File: src/hsfc_pkg.sv
// shared types, constants and arithmetic helpers of the humidity sensor frame checker
`default_nettype none
package hsfc_pkg;

	localparam logic [7:0] CRC_POLY = 8'h31;
	localparam logic [7:0] CRC_INIT = 8'hFF;

	localparam int unsigned TEMP_SPAN   = 17500;
	localparam int unsigned HUM_SPAN    = 10000;
	localparam int unsigned TEMP_OFFSET = 4500;
	localparam int unsigned FULL_SCALE  = 65535;

	localparam int unsigned QUEUE_DEPTH_DEF = 2;

	localparam int unsigned PROD_W = 31;
	localparam int unsigned QUOT_W = 15;

	typedef struct packed {
		logic        status;
		logic [15:0] temperature_word;
		logic [15:0] humidity_word;
	} frame_rec_t;

	typedef struct packed {
		logic full;
		logic empty;
	} queue_stat_t;

	function automatic logic [7:0] crc_byte(input logic [7:0] crc, input logic [7:0] b);
		logic [7:0] c;
		c = crc ^ b;
		for (int i = 0; i < 8; i++) begin
			if (c[7]) begin
				c = {c[6:0], 1'b0} ^ CRC_POLY;
			end else begin
				c = {c[6:0], 1'b0};
			end
		end
		return c;
	endfunction

	// floor(x / 65535) for x below 2^31: estimate by the high half, one correction step
	function automatic logic [QUOT_W-1:0] div_full_scale(input logic [PROD_W-1:0] x);
		logic [QUOT_W-1:0] q_est;
		logic [16:0]       rem;
		q_est = x[PROD_W-1:16];
		rem   = {1'b0, x[15:0]} + 17'(q_est);
		if (rem >= 17'(FULL_SCALE)) begin
			return q_est + QUOT_W'(1);
		end else begin
			return q_est;
		end
	endfunction

endpackage
`default_nettype wire

File: src/hsfc_back.sv
// back end: two-stage scaling pipeline, product then divide-by-full-scale and offset
`default_nettype none
module hsfc_back (
	input  wire                      clk,
	input  wire                      arst_n,
	input  hsfc_pkg::queue_stat_t    q_stat,
	input  hsfc_pkg::frame_rec_t     q_rec,
	output logic                     q_pop,
	input  wire                      pop,
	output logic                     empty,
	output logic                     status,
	output logic signed [14:0]       temperature_centi,
	output logic [13:0]              humidity_centi,
	output logic [15:0]              temperature_word,
	output logic [15:0]              humidity_word
);
	import hsfc_pkg::*;

	logic              valid_s1;
	logic              status_s1;
	logic [15:0]       t_word_s1;
	logic [15:0]       h_word_s1;
	logic [PROD_W-1:0] t_prod_s1;
	logic [PROD_W-1:0] h_prod_s1;

	logic              valid_s2;
	logic              status_s2;
	logic [14:0]       t_centi_s2;
	logic [13:0]       h_centi_s2;
	logic [15:0]       t_word_s2;
	logic [15:0]       h_word_s2;

	logic              s2_ready;
	logic              s1_ready;
	logic [QUOT_W-1:0] t_scaled;
	logic [QUOT_W-1:0] h_scaled;

	assign s2_ready = !valid_s2 || pop;
	assign s1_ready = !valid_s1 || s2_ready;
	assign q_pop    = !q_stat.empty && s1_ready;

	assign t_scaled = div_full_scale(t_prod_s1);
	assign h_scaled = div_full_scale(h_prod_s1);

	always_ff @(posedge clk or negedge arst_n) begin
		if (!arst_n) begin
			valid_s1 <= 1'b0;
			valid_s2 <= 1'b0;
		end else begin
			if (s1_ready) begin
				valid_s1 <= !q_stat.empty;
			end
			if (s2_ready) begin
				valid_s2 <= valid_s1;
			end
		end
	end

	always_ff @(posedge clk) begin
		if (q_pop) begin
			status_s1 <= q_rec.status;
			t_word_s1 <= q_rec.temperature_word;
			h_word_s1 <= q_rec.humidity_word;
			t_prod_s1 <= PROD_W'(q_rec.temperature_word) * PROD_W'(TEMP_SPAN);
			h_prod_s1 <= PROD_W'(q_rec.humidity_word) * PROD_W'(HUM_SPAN);
		end
		if (s2_ready && valid_s1) begin
			status_s2  <= status_s1;
			t_word_s2  <= t_word_s1;
			h_word_s2  <= h_word_s1;
			// two's complement wrap gives the signed result in 15 bits
			t_centi_s2 <= t_scaled - 15'(TEMP_OFFSET);
			h_centi_s2 <= h_scaled[13:0];
		end
	end

	assign empty             = !valid_s2;
	assign status            = status_s2;
	assign temperature_centi = $signed(t_centi_s2);
	assign humidity_centi    = h_centi_s2;
	assign temperature_word  = t_word_s2;
	assign humidity_word     = h_word_s2;

endmodule
`default_nettype wire

File: config.mk
export PLATFORM = sky130hd
export DESIGN_NAME = hsfc_back
export DESIGN_NICKNAME = d
export VERILOG_FILES = /design/src/hsfc_pkg.sv /design/src/hsfc_back.sv
export SDC_FILE = /design/constraint.sdc
export NUM_CORES = 1
export LEC_CHECK = 0
export ABC_AREA = 1
export BUFFER_PORTS_ARGS = -buffer_cell sky130_fd_sc_hd__buf_2
export CAP_MARGIN = 25
export CORE_UTILIZATION = 55
export DETAILED_ROUTE_END_ITERATION = 7
export GPL_TIMING_DRIVEN = 0
export PLACE_DENSITY_LB_ADDON = 0.08
export SKIP_LAST_GASP = 1
export SYNTH_ARGS = -nofsm -noshare
export SYNTH_HDL_FRONTEND = slang
export SYNTH_SLANG_ARGS = --single-unit
export TNS_END_PERCENT = 20
File: constraint.sdc
create_clock -name clk -period 6 [get_ports clk]
set_input_delay 0.6 -clock clk [delete_from_list [all_inputs] [get_ports clk]]
set_output_delay 0.6 -clock clk [all_outputs]
set_load 0.1 [all_outputs]
* Word-level counts from Yosys, hierarchy flattened *
Index checks and enable logic that the tools add are counted.

word-level totals
  bits in registers = 152
  bits in latches = 0
  memory bits (writable) = 0
  ROM bits = 0
  bits of input ports = 38
  output and inout port bits = 64
  memories kept = 0

cells by class
  add/sub/neg operators = 5
  multiply operators = 2
  div/mod/pow operators = 0
  $lt $le $gt $ge = 2
  equal/unequal tests = 0
  shifts and indexed selects = 0
  muxes and demuxes = 2
  bitwise gates (word level) = 0
  reduce and logical (&&, ||, !) cells = 7

operators by type and width
  cell                      count
  $ge A17 B16 Y1 const B    2
  $mul A16 B13 Y29 const B  1
  $mul A16 B10 Y26 const B  1
  $add A16 B14 Y17          1
  $add A16 B15 Y17          1
  $add A15 B1 Y15 const B   1
  $mux W15                  1
  $sub A15 B13 Y15 const B  1
  $add A14 B1 Y14 const B   1
  $mux W14                  1
  $logic_not A1 Y1          3
  $logic_and A1 B1 Y1       2
  $logic_or A1 B1 Y1        2

* Logic depth before layout (Yosys ltp) *
  depth in word-level cells = 4
  mapped depth = 27
  gate-level depth less buffers = 26

* Worst setup path before layout *
No wires, ideal clock.

  path type = input-to-reg
  start = input q_rec[4] (netlist name)
  end = register h_prod_s1[29], data pin
  arrival = 4.529 ns
  setup slack = 1.214 ns
  cell stages on the path = 21
  buffers on the path = 0
  cell sequence = fa_1 > ha_1 > inv_1 > fa_1 > inv_1 > ha_1 > inv_1 > fa_1 > inv_1 > ha_1 > a21oi_1 > o21ai_0 > a21oi_1 > inv_1 > a21oi_1 > inv_1 > a21oi_1 > o21ai_0 > a21o_1 > a21oi_1 > xnor2_1

between the ends
  word-level cells in the longest chain between the ends = 1

ends and longest elaborated chain
  element               RTL line         RTL
  start, declared       hsfc_back.sv:7   input hsfc_pkg::frame_rec_t q_rec,
  $mul A16 B10 Y26      hsfc_back.sv:65  h_prod_s1 <= PROD_W'(q_rec.humidity_word) * PROD_W'(HUM_SPAN);
  end signal, assigned  hsfc_back.sv:65
  end, declared         hsfc_back.sv:24  logic [PROD_W-1:0] h_prod_s1;

No other way between the ends.
A chain may end at the register's enable or synchronous reset.

* Worst setup path after layout *
Same ends and word-level chain as after synthesis.

==> metrics.md <==
| Metric | Value |
|---|---|
| Average cell area after synthesis | `about 9.6 µm²` |
| Mux contribution to synthesized area | `0%` |
| Post-Synth Adder-Cell Area | `around a third` |
| Fmax | `about 200 MHz` |
| Clock Skew | `about 0.016 ns` |
| Total negative slack | `0 ns` |
| Tmin final | `between 4 and 5 ns` |
| DP Area | `0.0137 mm²` |
| Worst EP arrival | `just over 5 ns` |
| Clock tree sinks | `~150` |
| Pwr dens | `504 mW/mm²` |
| Crit path cell chain | `buf_2 -> fa_1 -> ha_1 -> inv_1 -> fa_1 -> inv_1 -> ha_1 -> inv_1 -> fa_1 -> inv_1 -> ha_1 -> a21oi_1 -> o21ai_0 -> a21oi_1 -> inv_1 -> a21oi_1 -> inv_1 -> a21oi_1 -> o21ai_0 -> a21o_1 -> a21oi_1 -> xnor2_1` |
| Setup-failing EPs final | `0` |
| Place WS | `around 0.62 ns` |
| Final core utilization | `between 60% and 70%` |
| Die area | `around 0.024 mm²` |
| Vias per cell | `between 4 and 5` |
| Multi-input logic area | `approximately 0.0071 mm²` |
| Clk_lat worst skew | `0.45 ns` |
| Clock transition at path regs | `around 0.070 ns` |
| Top Ports | `just over 100` |
| Worst vdd ir | `~0.37 mV` |
| Simple-Gate Fraction of Synth Area | `between 10% and 20%` |
| CP dominant cell by count | `inv_1` |
| RD Place Congestion | `a little over 0.9` |
| HP Class | `in -> reg` |
| ANT cells | `0` |
| Total power | `7210 µW` |
| CTS tree | `done` |
| Final WL | `approximately 24000 µm` |
| Seq cells post-synth | `147` |
| Share of cells above drive strength 1 | `a little under an eighth` |
| Slowest CP cell | `fa_1` |
| Final Cell Area | `~0.014 mm²` |
| Initial Util | `56.1%` |
| Clk buf depth | `2` |
| Dominant combinational cell family by area after synthesis | `adder cells` |
| Flop2flop setup slack | `roughly 2.6 ns` |
| GRT Residual Overflow | `0` |
| Fin. Hold Viols | `0` |
| Critical Path Start Type | `primary input` |
| Fillcell total | `~1.9k` |
| Met3 WL | `slightly below 900 µm` |
| # rows | `55` |
| Slack of the critical path | `1.01 ns` |
| Pin count of the biggest net entering global routing | `49` |
| Commonest non-fill, non-tap cell in the layout | `inv_1` |
| Slew @ Worst Pin | `about 0.58 ns` |
| Gr usage total | `between 20% and 30%` |
| Gate Count Post-Synth | `1331` |
| Met2 WL | `10500 µm` |
| Top FF cell, synth | `edfxtp_1` |
| Nets@finish | `around 1.8k` |
| Sum of routed wire segments on met1 | `approximately 13000 µm` |
| Vias in the first global route | `8508` |
| WP data required | `6.17 ns` |
| Dpl hpwl | `between 15000 and 20000 µm` |
| DIE HEIGHT | `around 150 µm` |
| Final Cycle Share | `between 80 and 90%` |
| DR WL/cell | `between 10 and 15 µm` |
| P_leak | `around 0.0073 µW` |
| Final ANT Viol Nets | `0` |
| Vias post-DR | `8739` |
| Synth warnings | `0` |
| Pins over their slew limit | `0` |
| Synth cell types | `46` |
| Post-synth EDFFs | `about 150` |
| Area Growth Syn to Fin | `12.2%` |
| Total CTS buffers | `17` |
| Post-synthesis compound-gate area fraction | `around 5.7%` |
| DR pass1 iterations | `5` |
| Highest routed layer | `met4` |
| H-tree levels | `4` |
| Syn Std Cell Area | `approximately 0.013 mm²` |
| Die width | `154 µm` |
| Most frequent cells in the layout | `316 x inv_1, 216 x nand2_1, 193 x ha_1` |
| Sequential-to-total area share from yosys stat | `34.6%` |
| Ys async rst share | `between 1 and 1.5%` |
| Reg area | `0.00440 mm²` |
| Number of port buffers | `100` |
| CTS root buf | `clkbuf_16` |
| Post-CTS Setup Repair Bufs | `0` |
| First-pass GRT wire length | `about 41000 µm` |
| CP Max Fanout | `6` |
| CTS resizes | `0` |
| Max-slew headroom | `61.1%` |
| Synth Area in XOR/XNOR | `4.61%` |
| Status | `completed` |
| CP Capture Type | `flip-flop` |
| Initial antenna violation count | `0` |
| Syn_nets | `around 1.6k` |
| CP Class | `in -> reg` |
| DRC violations left | `0` |
| Largest stage delay, worst path | `roughly 0.52 ns` |
| Core ar. | `between 0.02 and 0.025 mm²` |
| Unrepaired setup endpoints after global routing | `false` |
| Max-cap check violation count | `0` |
| First-iteration detailed-routing DRC count | `385` |
==> sequential cells by signal (all words and copies together), names as in the netlist <==
| signal | count |
|---|---|
| humidity_centi | 14 |
| t_prod_s1 | 28 |
| humidity_word | 16 |
| h_prod_s1 | 22 |
| temperature_word | 16 |
| valid_s2 | 1 |
| t_word_s1 | 16 |
| h_word_s1 | 16 |
| temperature_centi | 15 |
| status_s1 | 1 |
| status | 1 |
| valid_s1 | 1 |
==> metrics by stage <==
step	cells	hold WS, ns
after floorplan	1331	0.304
after global placement	1716	0.387
after detailed placement	1719	0.388
after CTS	1752	0.311
after global routing	1752	0.315
final	1752	0.321
==> path summary, 6_finish.rpt <==
check / start / to / cells after the start
max: q_rec[4] / h_prod_s1[29] / 22
min: q_stat[0] / valid_s1 / 2
max reg2reg: t_prod_s1[18] / temperature_centi[14] / 26
min reg2reg: t_word_s1[5] / temperature_word[5] / 0
max in group asynchronous: arst_n / valid_s1 / 2
min in group asynchronous: arst_n / valid_s2 / 2
==> critical path: cells and delay by family <==
family	cells	cell delay, ns
fa+ha+maj	6	2.40
compound gates	8	1.54
buf+inv	7	0.48
xor+xnor	1	0.11
==> synthesized netlist by cell type (4+ instances only) <==
cell,instances,area [µm²]
inv_1,317,1190
nand2_1,216,811
ha_1,193,2410
edfxtp_1,145,4350
fa_1,82,1640
a21oi_1,66,330
nand3_1,63,315
nor2_1,53,199
xor2_1,47,412
o21ai_0,30,150
xnor2_1,20,175
nor3_1,10,50.1
inv_2,7,26.3
nand2_2,7,43.8
nand4_1,7,43.8
o21ai_1,7,35.0
nor4_1,6,37.5
nand2_4,5,56.3
o211ai_1,5,37.5
a21o_1,4,30.0
==> layout make-up <==
cell class | instances | share of cell area [%]
Clock buffer | 17 | 2.98
Multi-Input combinational cell | 856 | 49.6
Inverter | 324 | 8.53
Sequential cell | 147 | 30.8
Timing Repair Buffer | 104 | 4.04
Tap cell | 285 | 2.49
Clock inverter | 15 | 1.28
Buffer | 4 | 0.289
==> metal layers <==
layer  vias up  global-route usage, %
li1       4554                      -
met1      3973                   32.9
met2       182                   34.0
met3        30                   2.89
met4         0                   6.90
met5         -                      0
==> where the power goes <==
part	total (µW)	internal (µW)	leakage (µW)	switching (µW)
registers	1760	1590	0.00141	164
clock network	1100	565	0.000293	533
logic	4350	1440	0.00561	2910
total	7210	3600	0.00732	3610
==> repair_timing <==
action / 4_1_cts / 5_1_grt
hold buffers: 1 / 0
endpoints found under the hold margin: 2 / 0
setup endpoints to repair: 0 / 0
==> kinds of logic after synthesis <==
family | after synthesis
compound gates | 130
buf+inv | 328
flops | 147
xor+xnor | 67
fa+ha+maj | 275
simple gates | 384
Note: power is estimated with default switching activity, not from simulation.
